## src/design/vsc_pkg.sv

```systemverilog
`timescale 1ns / 1ps
package vsc_pkg;

  // Field widths fixed by the item format
  localparam int KEY_IDX_W = 6;
  localparam int KEY_VAL_W = 32;
  localparam int BYTE_W    = 8;
  localparam int LEN_W     = 7;
  localparam int APB_AW    = 3;
  localparam int APB_DW    = 32;

  // Alphabet: symbols 32..255, 224 of them (224 = 7 * 32)
  localparam int SYM_LOW   = 32;
  localparam int SYM_COUNT = 224;
  localparam int LOW_BITS  = 5;
  localparam int HI_MOD    = 7;

  // Register codes, taken from paddr[2]
  localparam logic REG_ENCRYPT = 1'b0;
  localparam logic REG_KEY_LEN = 1'b1;

  // Action codes
  localparam logic ACT_LOAD   = 1'b0;
  localparam logic ACT_CIPHER = 1'b1;

  typedef struct packed {
    logic             encrypt;
    logic [LEN_W-1:0] key_length;
  } vsc_cfg_t;

endpackage

```

## src/design/vsc_cfg_regs.sv

```systemverilog
`timescale 1ns / 1ps
module vsc_cfg_regs (
  input  logic                         clk,
  input  logic                         rst_n,
  input  logic                         cfg_psel,
  input  logic                         cfg_penable,
  input  logic                         cfg_pwrite,
  input  logic [vsc_pkg::APB_AW-1:0]   cfg_paddr,
  input  logic [vsc_pkg::APB_DW-1:0]   cfg_pwdata,
  output logic [vsc_pkg::APB_DW-1:0]   cfg_prdata,
  output logic                         cfg_pready,
  output vsc_pkg::vsc_cfg_t            cfg
);

  logic                     encrypt_r;
  logic [vsc_pkg::LEN_W-1:0] key_length_r;
  logic                     wr_en;
  logic                     reg_sel;

  assign cfg_pready = 1'b1;
  assign wr_en      = cfg_psel && cfg_penable && cfg_pwrite;
  assign reg_sel    = cfg_paddr[2];

  // Write registers on the access phase
  always_ff @(posedge clk) begin
    if (!rst_n) begin
      encrypt_r    <= 1'b1;
      key_length_r <= vsc_pkg::LEN_W'(1);
    end else if (wr_en) begin
      unique case (reg_sel)
        vsc_pkg::REG_ENCRYPT: encrypt_r    <= cfg_pwdata[0];
        vsc_pkg::REG_KEY_LEN: key_length_r <= cfg_pwdata[vsc_pkg::LEN_W-1:0];
        default: ;
      endcase
    end
  end

  // Read back the selected register
  always_comb begin
    unique case (reg_sel)
      vsc_pkg::REG_ENCRYPT: cfg_prdata = vsc_pkg::APB_DW'(encrypt_r);
      vsc_pkg::REG_KEY_LEN: cfg_prdata = vsc_pkg::APB_DW'(key_length_r);
      default:              cfg_prdata = '0;
    endcase
  end

  assign cfg.encrypt    = encrypt_r;
  assign cfg.key_length = key_length_r;

endmodule

```

## src/design/vsc_key_mem.sv

```systemverilog
`timescale 1ns / 1ps
module vsc_key_mem #(
  parameter int KEY_DEPTH = 64,
  parameter int AW        = 6
) (
  input  logic                             clk,
  input  logic                             wr_en,
  input  logic [vsc_pkg::KEY_IDX_W-1:0]    wr_index,
  input  logic [vsc_pkg::KEY_VAL_W-1:0]    wr_value,
  input  logic                             rd_en,
  input  logic [AW-1:0]                    rd_addr,
  output logic [vsc_pkg::BYTE_W-1:0]       rd_data
);

  localparam int EXT_W = (AW > vsc_pkg::KEY_IDX_W) ? AW : vsc_pkg::KEY_IDX_W;

  logic [vsc_pkg::BYTE_W-1:0] mem [KEY_DEPTH];
  logic [vsc_pkg::BYTE_W-1:0] rd_data_r;
  logic [EXT_W-1:0]           wr_ext;
  logic                       wr_ok;
  logic [vsc_pkg::BYTE_W-1:0] wr_shift;

  // Floored remainder of a signed 32-bit value by 224.
  // Low five bits pass; the upper 27 bits reduce mod 7 by summing octal
  // digits (8 = 1 mod 7). 2^32 mod 224 is 32, so a negative value takes
  // one off the upper residue.
  function automatic logic [vsc_pkg::BYTE_W-1:0] reduce_shift(
    input logic [vsc_pkg::KEY_VAL_W-1:0] raw
  );
    logic [5:0] dsum;
    logic [3:0] f1;
    logic [3:0] f2;
    logic [2:0] h;
    dsum = '0;
    for (int i = 0; i < 9; i++) begin
      dsum = dsum + 6'(raw[vsc_pkg::LOW_BITS + 3*i +: 3]);
    end
    f1 = 4'(dsum[2:0]) + 4'(dsum[5:3]);
    f2 = 4'(f1[2:0]) + 4'(f1[3]);
    h  = (f2 >= 4'(vsc_pkg::HI_MOD)) ? 3'(f2 - 4'(vsc_pkg::HI_MOD)) : f2[2:0];
    if (raw[vsc_pkg::KEY_VAL_W-1]) begin
      h = (h == 3'd0) ? 3'(vsc_pkg::HI_MOD - 1) : h - 3'd1;
    end
    return {h, raw[vsc_pkg::LOW_BITS-1:0]};
  endfunction

  assign wr_ext   = EXT_W'(wr_index);
  assign wr_ok    = wr_en && (int'(wr_index) < KEY_DEPTH);
  assign wr_shift = reduce_shift(wr_value);

  // Write reduced shift; drop loads beyond the store
  always_ff @(posedge clk) begin
    if (wr_ok) begin
      mem[wr_ext[AW-1:0]] <= wr_shift;
    end
  end

  // Registered read
  always_ff @(posedge clk) begin
    if (rd_en) begin
      rd_data_r <= mem[rd_addr];
    end
  end

  assign rd_data = rd_data_r;

endmodule

```

## src/design/vsc_pos_seq.sv

```systemverilog
`timescale 1ns / 1ps
module vsc_pos_seq #(
  parameter int KEY_DEPTH = 64,
  parameter int AW        = 6
) (
  input  logic              clk,
  input  logic              rst_n,
  input  vsc_pkg::vsc_cfg_t cfg,
  input  logic              step,
  input  logic              last,
  output logic [AW-1:0]     rd_addr,
  output logic              len_zero
);

  localparam int EXT_W = (AW > vsc_pkg::LEN_W) ? AW : vsc_pkg::LEN_W;

  logic [vsc_pkg::LEN_W-1:0] pos_r;
  logic [vsc_pkg::LEN_W-1:0] pos_nxt;
  logic [vsc_pkg::LEN_W-1:0] len;
  logic [vsc_pkg::LEN_W-1:0] cur;
  logic [vsc_pkg::LEN_W-1:0] inc;
  logic [EXT_W-1:0]          cur_ext;

  // Clamp length to the store depth
  always_comb begin
    if (int'(cfg.key_length) > KEY_DEPTH) begin
      len = vsc_pkg::LEN_W'(KEY_DEPTH);
    end else begin
      len = cfg.key_length;
    end
  end

  assign len_zero = (len == '0);
  assign cur      = (pos_r >= len) ? '0 : pos_r;
  assign inc      = cur + vsc_pkg::LEN_W'(1);
  assign cur_ext  = EXT_W'(cur);
  assign rd_addr  = cur_ext[AW-1:0];

  // Advance and wrap the position; return to zero after a last byte
  always_comb begin
    pos_nxt = pos_r;
    if (step) begin
      if (len_zero || last || inc >= len) begin
        pos_nxt = '0;
      end else begin
        pos_nxt = inc;
      end
    end
  end

  always_ff @(posedge clk) begin
    if (!rst_n) begin
      pos_r <= '0;
    end else begin
      pos_r <= pos_nxt;
    end
  end

endmodule

```

## src/design/vsc_shift_stage.sv

```systemverilog
`timescale 1ns / 1ps
module vsc_shift_stage (
  input  logic                        clk,
  input  logic                        rst_n,
  input  logic                        load,
  input  logic [vsc_pkg::BYTE_W-1:0]  byte_in,
  input  logic                        last_in,
  input  logic                        len_zero,
  input  logic                        encrypt,
  input  logic [vsc_pkg::BYTE_W-1:0]  shift,
  input  logic                        out_stall,
  output logic                        ready,
  output logic                        out_valid,
  output logic [vsc_pkg::BYTE_W-1:0]  out_byte,
  output logic                        out_last
);

  logic                       s1_valid_r;
  logic [vsc_pkg::BYTE_W-1:0] s1_byte_r;
  logic                       s1_last_r;
  logic                       s1_pass_r;
  logic                       out_valid_r;
  logic [vsc_pkg::BYTE_W-1:0] out_byte_r;
  logic                       out_last_r;
  logic                       s1_adv;
  logic [vsc_pkg::BYTE_W:0]   sum9;
  logic [vsc_pkg::BYTE_W:0]   diff9;
  logic [vsc_pkg::BYTE_W-1:0] result;

  assign s1_adv = !out_valid_r || !out_stall;
  assign ready  = !s1_valid_r || s1_adv;

  // Hold the byte while its key shift is read
  always_ff @(posedge clk) begin
    if (!rst_n) begin
      s1_valid_r <= 1'b0;
    end else if (load) begin
      s1_valid_r <= 1'b1;
    end else if (s1_adv) begin
      s1_valid_r <= 1'b0;
    end
  end

  always_ff @(posedge clk) begin
    if (load) begin
      s1_byte_r <= byte_in;
      s1_last_r <= last_in;
      s1_pass_r <= len_zero || (byte_in < vsc_pkg::BYTE_W'(vsc_pkg::SYM_LOW));
    end
  end

  // Shift within the alphabet, wrapping by 224; pass-through bytes keep their value
  always_comb begin
    sum9  = {1'b0, s1_byte_r} + {1'b0, shift};
    diff9 = {1'b0, s1_byte_r} - {1'b0, shift};
    if (s1_pass_r) begin
      result = s1_byte_r;
    end else if (encrypt) begin
      result = sum9[vsc_pkg::BYTE_W] ?
               vsc_pkg::BYTE_W'(sum9 - (vsc_pkg::BYTE_W+1)'(vsc_pkg::SYM_COUNT)) :
               sum9[vsc_pkg::BYTE_W-1:0];
    end else if (diff9[vsc_pkg::BYTE_W] ||
                 diff9[vsc_pkg::BYTE_W-1:0] < vsc_pkg::BYTE_W'(vsc_pkg::SYM_LOW)) begin
      result = vsc_pkg::BYTE_W'(diff9 + (vsc_pkg::BYTE_W+1)'(vsc_pkg::SYM_COUNT));
    end else begin
      result = diff9[vsc_pkg::BYTE_W-1:0];
    end
  end

  // Output register
  always_ff @(posedge clk) begin
    if (!rst_n) begin
      out_valid_r <= 1'b0;
    end else if (s1_adv) begin
      out_valid_r <= s1_valid_r;
    end
  end

  always_ff @(posedge clk) begin
    if (s1_adv && s1_valid_r) begin
      out_byte_r <= result;
      out_last_r <= s1_last_r;
    end
  end

  assign out_valid = out_valid_r;
  assign out_byte  = out_byte_r;
  assign out_last  = out_last_r;

endmodule

```

## src/design/vigenere_shift_cipher_224.sv

```systemverilog
`timescale 1ns / 1ps
// Throughput: one item per cycle unless the output stalls; the key store has one read and one write port.
// A byte item is registered together with its key store read, then moves into the
//   output register, where an output stall holds it. Load items produce
//   no result.
// Reset (rst_n low, synchronous): key position to 0, encrypt_mode to 1,
//   key_length to 1, pipeline emptied. Key store contents are not cleared.
module vigenere_shift_cipher_224 #(
  parameter int KEY_DEPTH = 64
) (
  input  logic                               clk,
  input  logic                               rst_n,
  input  logic                               in_valid,
  output logic                               in_stall,
  input  logic                               in_action,
  input  logic [vsc_pkg::KEY_IDX_W-1:0]      in_key_index,
  input  logic signed [vsc_pkg::KEY_VAL_W-1:0] in_key_value,
  input  logic [vsc_pkg::BYTE_W-1:0]         in_byte,
  input  logic                               in_last_byte,
  output logic                               out_valid,
  input  logic                               out_stall,
  output logic [vsc_pkg::BYTE_W-1:0]         out_byte,
  output logic                               out_last,
  input  logic                               cfg_psel,
  input  logic                               cfg_penable,
  input  logic                               cfg_pwrite,
  input  logic [vsc_pkg::APB_AW-1:0]         cfg_paddr,
  input  logic [vsc_pkg::APB_DW-1:0]         cfg_pwdata,
  output logic [vsc_pkg::APB_DW-1:0]         cfg_prdata,
  output logic                               cfg_pready
);

  localparam int AW = (KEY_DEPTH > 1) ? $clog2(KEY_DEPTH) : 1;

  vsc_pkg::vsc_cfg_t          cfg;
  logic                       ready;
  logic                       accept;
  logic                       byte_acc;
  logic                       load_acc;
  logic [AW-1:0]              rd_addr;
  logic                       len_zero;
  logic [vsc_pkg::BYTE_W-1:0] shift;

  // Split accepted items into key loads and byte items
  assign in_stall = !ready;
  assign accept   = in_valid && ready;
  assign byte_acc = accept && (in_action == vsc_pkg::ACT_CIPHER);
  assign load_acc = accept && (in_action == vsc_pkg::ACT_LOAD);

  vsc_cfg_regs u_cfg (
    .clk         (clk),
    .rst_n       (rst_n),
    .cfg_psel    (cfg_psel),
    .cfg_penable (cfg_penable),
    .cfg_pwrite  (cfg_pwrite),
    .cfg_paddr   (cfg_paddr),
    .cfg_pwdata  (cfg_pwdata),
    .cfg_prdata  (cfg_prdata),
    .cfg_pready  (cfg_pready),
    .cfg         (cfg)
  );

  vsc_pos_seq #(
    .KEY_DEPTH (KEY_DEPTH),
    .AW        (AW)
  ) u_pos (
    .clk      (clk),
    .rst_n    (rst_n),
    .cfg      (cfg),
    .step     (byte_acc),
    .last     (in_last_byte),
    .rd_addr  (rd_addr),
    .len_zero (len_zero)
  );

  vsc_key_mem #(
    .KEY_DEPTH (KEY_DEPTH),
    .AW        (AW)
  ) u_mem (
    .clk      (clk),
    .wr_en    (load_acc),
    .wr_index (in_key_index),
    .wr_value (in_key_value),
    .rd_en    (byte_acc),
    .rd_addr  (rd_addr),
    .rd_data  (shift)
  );

  vsc_shift_stage u_shift (
    .clk       (clk),
    .rst_n     (rst_n),
    .load      (byte_acc),
    .byte_in   (in_byte),
    .last_in   (in_last_byte),
    .len_zero  (len_zero),
    .encrypt   (cfg.encrypt),
    .shift     (shift),
    .out_stall (out_stall),
    .ready     (ready),
    .out_valid (out_valid),
    .out_byte  (out_byte),
    .out_last  (out_last)
  );

endmodule

```

## config.mk

```make
export PLATFORM = sky130hd
export DESIGN_NAME = vigenere_shift_cipher_224
export DESIGN_NICKNAME = d
export VERILOG_FILES = /design/src/design/vsc_pkg.sv /design/src/design/vsc_cfg_regs.sv /design/src/design/vsc_key_mem.sv /design/src/design/vsc_pos_seq.sv /design/src/design/vsc_shift_stage.sv /design/src/design/vigenere_shift_cipher_224.sv
export SDC_FILE = /design/constraint.sdc
export NUM_CORES = 1
export LEC_CHECK = 0
export ABC_AREA = 1
export ABC_CLOCK_PERIOD_IN_PS = 22500
export BUFFER_PORTS_ARGS = -buffer_cell sky130_fd_sc_hd__buf_2
export CAP_MARGIN = 10
export CELL_PAD_IN_SITES_DETAIL_PLACEMENT = 1
export CELL_PAD_IN_SITES_GLOBAL_PLACEMENT = 2
export CORE_ASPECT_RATIO = 1.2
export CORE_UTILIZATION = 44
export CTS_CLUSTER_DIAMETER = 120
export DETAILED_ROUTE_END_ITERATION = 10
export GPL_ROUTABILITY_DRIVEN = 0
export PLACE_DENSITY = 0.87
export SETUP_SLACK_MARGIN = 0.3
export SYNTH_ARGS = -nofsm -noshare
export SYNTH_HDL_FRONTEND = slang
export SYNTH_HIERARCHICAL = 1
export SYNTH_SLANG_ARGS = --single-unit
```

## constraint.sdc

```tcl
create_clock -name clk -period 22.5 [get_ports clk]
set_clock_uncertainty 0.2 [all_clocks]
set_input_delay 3.375 -clock clk [delete_from_list [all_inputs] [get_ports clk]]
set_output_delay 3.375 -clock clk [all_outputs]
set_load 0.02 [all_outputs]
```

==> results.md, run 1 <==
* CP required at 22.62 ns
* Final hold vios at 0
* Routed WL at 67500 um
* Total gr overflow at 0
* Dpl cell area at 26200 um^2
* Core area at 57200 um^2
* # DRC at 0
* Post-route cell area at 28200 um^2
* CP peak stage delay at 0.50 ns
* Via count at 17300
* Final Non-Filler Cells at 3187
* Critical path buffers and inverters at 4
* Worst hold start: u_shift/s1_last_r
* WHS Path Cells at 0
* Pre-antenna DRT Iters at 5
* Worst-margin pin slew at 1.23 ns
* Vias in the first global route at 18500
* Most area-consuming cells after synthesis: edfxtp_1 (64%), nand2_1 (12%), nand3_1 (9.4%), ha_1 (2.6%), inv_1 (1.8%)
* Synthesized area at 25500 um^2
* Worst vdd ir at 0.00102 V
* Static leakage at 10.7 nW
* Unrepaired setup endpoints after global routing: no
* Die area at 58800 um^2
* Max-cap viol count at 0
* Port Buffers at 80
* Cts repair resizes at 0
* FMAX at 0.104 GHz
* Area of the multi-input gates at 7590 um^2
* Worst path top cell family by delay: adder cells
* CP most frequent cell: ha_1
* Boundary pin count at 134
* Reg2reg setup slack at 17.38 ns
* Top-count cell post-synth: nand2_1
* Cell variety after synth at 41
* Power Dens Cells at 203 nW/um^2
* Final Cycle Share at 0.426
* FF+latch area at 16500 um^2
* WHS Endpoint: u_shift/out_last
* Die width at 222 um
* Synth top cells by count: nand2_1 (782), edfxtp_1 (539), nand3_1 (478), inv_1 (123), nor2_1 (89)
* Max-slew headroom at 0.177
* CP Data Arrival Time at 9.71 ns
* Area leader, netlist: edfxtp_1
* Avg Vias per Cell at 5.44
* Slowest stage cell, crit path: fa_1
* Fraction of layout cells with a size suffix above 1 at 0.0947
* Synth-to-Final Area Change at 10.6%
* Root Buffer: clkbuf_16
* Final critical-path required period at 9.59 ns
* Fill cells at 6213
* Antenna-violating nets left at 0
* Pwr Total at 5.71 mW
* Tot GR Track Use at 0.229
* Status: completed
* Mean Syn Cell Area at 10.8 um^2
* Final Core Density at 0.493
* CTS HTree Levels at 2
* Sequential area share after synthesis at 0.649
* First-pass GRT wire length at 104000 um
* CP max FO at 64
* Initial drt markers at 1113
* Die Ht at 266 um
* Area share of the largest cell type after synthesis at 0.636
* Worst hold-check path type: flop to flop
* Initial antenna violation count at 2
* TritonCTS clock tree: done
* Dpl hpwl at 40800 um
* # clock sinks at 556
* Setup bufs post-CTS at 0
* Worst setup SP type: input port
* TritonCTS Buffers at 56
* Initial Utilization at 0.445
* Row Count at 96
* Clk_lat worst skew at 0.63 ns
* Clock-pin slew on the worst setup and hold paths at 0.06 ns
* Cell count after synthesis at 2361
* Ys Warns at 6
* Pins Over Slew Limit at 0
* Wire length per cell at 21.2 um
* Reg-to-Reg End: u_mem/rd_data[0]
* Setup Crit Path Kind: input port to flop
* Reg2reg start: u_cfg/key_length_r[4]
* Ys async rst share at 0
* Critical path capture point type: flop
* Placed Cells at 3080
* TNS Setup at 0 ns
* Max clock buf depth at 3
* Hold Buf Count CTS at 0
* Ys flop type: edfxtp_1
* # nets final at 2567
* Number of flops mapped to enable cells by yosys at 539
* Yosys reg bits at 556
* Final setup fails at 0
* Largest net degree at the start of global routing at 183
* R2r worst-path depth at 21
==> per-layer routing <==
metal | global-route usage | up-vias | wire length [um]
met5 | 0 | - | 8
met4 | 0.0852 | 2 | 2280
met3 | 0.0293 | 124 | 2670
met2 | 0.430 | 392 | 35900
met1 | 0.267 | 8714 | 26700
li1 | - | 8117 | -
==> through the flow <==
stage,worst slack [ns],hold WS [ns]
6_report,12.91,0.227
5_1_grt,12.54,0.233
4_1_cts,12.87,0.228
3_5_place_dp,12.25,0.214
3_3_place_gp,12.49,0.206
2_1_floorplan,10.75,0.200
==> cell usage in the layout (no fill, tap or decap), drive strengths merged, types with 2 or more instances in the layout <==
master	n
nor3	4
or2	3
nand4	14
nor4	9
nand3	479
nand2	789
o21ai	18
a21o	2
fa	21
dfxtp	17
bufinv	11
clkinvlp	5
nor2	94
a31oi	2
clkinv	22
edfxtp	539
clkbuf	63
ha	52
inv	134
a21oi	24
buf	107
xor2	10
conb	26
==> flip-flops by register name, indices dropped and copies added, names as in the netlist <==
name / count
u_mem/mem: 512
u_mem/rd_data: 8
u_shift/out_byte: 8
u_shift/s1_byte_r: 8
u_cfg/key_length_r: 7
u_pos/pos_r: 7
u_cfg/encrypt_r: 1
u_shift/out_last: 1
u_shift/out_valid: 1
u_shift/s1_last_r: 1
u_shift/s1_pass_r: 1
u_shift/s1_valid_r: 1
==> power breakdown <==
part | switching (mW) | internal, mW | leakage, nW
registers | 0.00798 | 2.61 | 4.93
clock network | 0.408 | 0.593 | 0.955
logic | 1.73 | 0.358 | 4.85
total | 2.15 | 3.56 | 10.7
==> cells by family (layout without fill, tap and decap cells) <==
kind of cell,after synthesis,in the layout,synth area share
and+or+nand+nor,1393,1393,0.234
DFF,556,556,0.649
buffers and inverters,276,342,0.0584
adders and majority gates,73,73,0.0421
AOI/OAI and AO/OA,49,49,0.0118
xor gates and xnor gates,11,11,0.00378
other,2,27,0.000295
muxes,1,1,0.000393
==> worst max-delay path by stage <==
| stage | from | end | slack [ns] | depth (start not counted) |
|---|---|---|---|---|
| final | in_key_value[5] | u_mem/mem[31][5] | 12.91 | 26 |
| after global routing | in_key_value[5] | u_mem/mem[20][5] | 12.54 | 26 |
| after CTS | in_key_value[5] | u_mem/mem[31][5] | 12.87 | 26 |
| after detailed placement | in_key_value[5] | u_mem/mem[22][5] | 12.25 | 26 |
| after global placement | in_key_value[5] | u_mem/mem[22][5] | 12.49 | 26 |
| after floorplan | in_key_value[5] | u_mem/mem[0][5] | 10.75 | 24 |
==> cell type report <==
class,instances,area share
Antenna cell,1,0.0000888
Sequential cell,556,0.587
Multi-Input combinational cell,1553,0.269
Clock buffer,63,0.0514
Clock inverter,42,0.0189
Inverter,130,0.0177
Tap cell,735,0.0327
Timing Repair Buffer,107,0.0230
No activity file was read; power rests on OpenSTA's default activity.
==> run 2: changes to the inputs <==
--- a/config.mk
+++ b/config.mk
@@ -5,18 +5,18 @@
 export SDC_FILE = /design/constraint.sdc
 export NUM_CORES = 1
 export LEC_CHECK = 0
-export ABC_AREA = 1
-export ABC_CLOCK_PERIOD_IN_PS = 22500
+export ABC_AREA = 0
+export ABC_CLOCK_PERIOD_IN_PS = 7800
 export BUFFER_PORTS_ARGS = -buffer_cell sky130_fd_sc_hd__buf_2
 export CAP_MARGIN = 10
 export CELL_PAD_IN_SITES_DETAIL_PLACEMENT = 1
 export CELL_PAD_IN_SITES_GLOBAL_PLACEMENT = 2
 export CORE_ASPECT_RATIO = 1.2
-export CORE_UTILIZATION = 44
+export CORE_UTILIZATION = 42
 export CTS_CLUSTER_DIAMETER = 120
 export DETAILED_ROUTE_END_ITERATION = 10
 export GPL_ROUTABILITY_DRIVEN = 0
-export PLACE_DENSITY = 0.87
+export PLACE_DENSITY = 0.78
 export SETUP_SLACK_MARGIN = 0.3
 export SYNTH_ARGS = -nofsm -noshare
 export SYNTH_HDL_FRONTEND = slang
==> constraint.sdc (replaced) <==
create_clock -name clk -period 7.8 [get_ports clk]
set_clock_uncertainty 0.2 [all_clocks]
set_input_delay 1.17 -clock clk [delete_from_list [all_inputs] [get_ports clk]]
set_output_delay 1.17 -clock clk [all_outputs]
set_load 0.02 [all_outputs]
==> results.md, run 2 <==
* Final worst setup slack at 0.899 ns
* First-pass GRT wire length at 86500 um
* # nets final at 1653
* Commonest non-fill, non-tap cells in the layout: edfxtp_1 (539), mux4_2 (127), nor2_1 (84), buf_2 (80), nand2_1 (61)
* Worst hold-check path type: flop to flop
* CTS HTree Levels at 2
* Pre-antenna DRT Iters at 5
* Pins Over Slew Limit at 0
* Status: completed
* Worst-margin pin slew at 1.26 ns
* Dpl cell area at 25500 um^2
* Top-count cell post-synth: edfxtp_1
* Die Ht at 266 um
* CP max FO at 64
* R2r worst-path depth at 13
* Clk_lat worst skew at 0.62 ns
* Synth top cells by count: edfxtp_1 (539), mux4_2 (127), nor2_1 (86), nand2_1 (61), inv_1 (60)
* TritonCTS clock tree: done
* Max clock buf depth at 3
* Clock-pin slew on the worst setup and hold paths at 0.06 ns
* Via count at 12900
* Max FFs per register at 512
* Setup bufs post-CTS at 0
* Reg2reg setup slack at 2.37 ns
* Die width at 222 um
* Root Buffer: clkbuf_16
* CP Data Arrival Time at 7.11 ns
* Tot GR Track Use at 0.196
* Boundary pin count at 134
* Reg2reg start: u_cfg/key_length_r[6]
* Antenna-violating nets left at 0
* TritonCTS Buffers at 55
* Core area at 57200 um^2
* Yosys reg bits at 556
* # DRC at 0
* Critical path capture point type: flop
* Synthesized area at 24300 um^2
* Hold Buf Count CTS at 0
* WHS Endpoint: u_shift/out_last
* Total gr overflow at 0
* CP required at 8.01 ns
* Max-cap viol count at 0
* Most area-consuming cells after synthesis: edfxtp_1 (67%), mux4_2 (12%), ha_1 (2.7%), fa_1 (1.7%), dfxtp_1 (1.4%)
* Post-route cell area at 27300 um^2
* Final Cycle Share at 0.885
* Cts repair resizes at 0
* Row Count at 96
* FMAX at 0.145 GHz
* Area leader, netlist: edfxtp_1
* Avg Vias per Cell at 5.68
* Pre-CTS setup slack at 0.249 ns
* Cell count after synthesis at 1398
* Setup Crit Path Kind: input port to flop
* # clock sinks at 556
* Area share of the largest cell type after synthesis at 0.666
* TNS Setup at 0 ns
* Routed WL at 56800 um
* Final critical-path required period at 6.90 ns
* Final hold vios at 0
* Dpl hpwl at 36700 um
* Cell variety after synth at 78
* Vias in the first global route at 13700
* Ys flop type: edfxtp_1
* Worst hold start: u_shift/s1_last_r
* WHS Path Cells at 0
* Most common cell after layout, fill and taps aside: edfxtp_1
* Worst setup SP type: input port
* Number of flops mapped to enable cells by yosys at 539
* Sequential area share after synthesis at 0.680
* Max-slew headroom at 0.158
* Reg-to-Reg End: u_mem/rd_data[4]
* Initial Utilization at 0.425
* ANT cells at 0
* Die area at 58900 um^2
* Port Buffers at 80
* Largest net degree at the start of global routing at 72
* Initial drt markers at 963
* Final setup fails at 0
* Ys Warns at 6
* Initial antenna violation count at 1
* Mean Syn Cell Area at 17.4 um^2
* Fraction of layout cells with a size suffix above 1 at 0.223
* Wire length per cell at 25.1 um
* Unrepaired setup endpoints after global routing: no
* Synth-to-Final Area Change at 12.4%
* Ys async rst share at 0
run 2: cell count changes after synthesis, moves of 29 or more:
| cell | delta |
|---|---|
| buf_2 | -30 |
| inv_1 | -63 |
| mux2i_1 | +29 |
| mux4_2 | +127 |
| nand2_1 | -721 |
| nand3_1 | -459 |
run 2: routing by layer:
metal  GRT usage  wire (um)  vias up
met3      0.0313       2830       80
met1       0.253      23200     6787
met4      0.0610       1500        2
li1            -          -     5641
met2       0.340      29300      377
met5           0         10        -
run 2: worst max path at each step:
stage                               start          endpoint  slack (ns)  cells after the start
after floorplan           in_key_value[5]   u_mem/mem[0][5]        0.34                     22
after global placement    in_key_value[5]  u_mem/mem[10][5]        0.42                     24
after detailed placement  in_key_value[5]  u_mem/mem[29][7]        0.25                     23
after CTS                 in_key_value[5]  u_mem/mem[45][5]        0.87                     24
after global routing      in_key_value[5]  u_mem/mem[45][5]        0.56                     24
final                     in_key_value[5]  u_mem/mem[15][5]        0.90                     24
run 2: final cells by class:
class | instances | area, um^2
inverter | 60 | 225
timing repair buffer | 98 | 623
tap | 735 | 920
clock inverter | 37 | 404
fill | 5436 | 29800
sequential | 556 | 16500
multi-input combinational | 719 | 7210
clock buffer | 62 | 1420
run 2: logic make-up after synthesis:
family | count (synthesis) | share of synthesized area
XOR/XNOR | 18 | 0.00705
AO/OA/AOI/OAI | 158 | 0.0459
other | 2 | 0.000309
flip-flops | 556 | 0.680
multiplexers | 167 | 0.135
buffers and inverters | 147 | 0.0310
AND/OR/NAND/NOR | 277 | 0.0574
adder cells (fa/ha/maj) | 73 | 0.0440
run 2: per-stage QoR:
| stage | util | instances | hold WS [ns] |
|---|---|---|---|
| finish | 0.478 | 2267 | 0.240 |
| global route | 0.478 | 2267 | 0.243 |
| CTS | 0.477 | 2265 | 0.244 |
| detailed placement | 0.445 | 2166 | 0.227 |
| global placement | 0.445 | 2166 | 0.205 |
| floorplan | - | 1422 | 0.200 |
run 2: critical path, stage by stage:
cell and delay (ns):
buf_2 0.10, ha_1 0.23, fa_1 0.39, xor2_1 0.16
fa_1 0.50, fa_1 0.44, fa_1 0.50, ha_1 0.25
fa_2 0.36, xor2_2 0.17, ha_1 0.28, a21o_1 0.15
a21o_1 0.19, ha_1 0.25, xor2_1 0.16, ha_1 0.24
nor2_2 0.17, o21a_1 0.21, o21ai_1 0.14, ha_1 0.23
ha_1 0.17, nand2b_1 0.16, mux2i_4 0.18, buf_12 0.28
Power of run 2 is left out: the tool's default activity adds up to more than one toggle a clock period on the data nets, which glitch-free logic cannot reach.
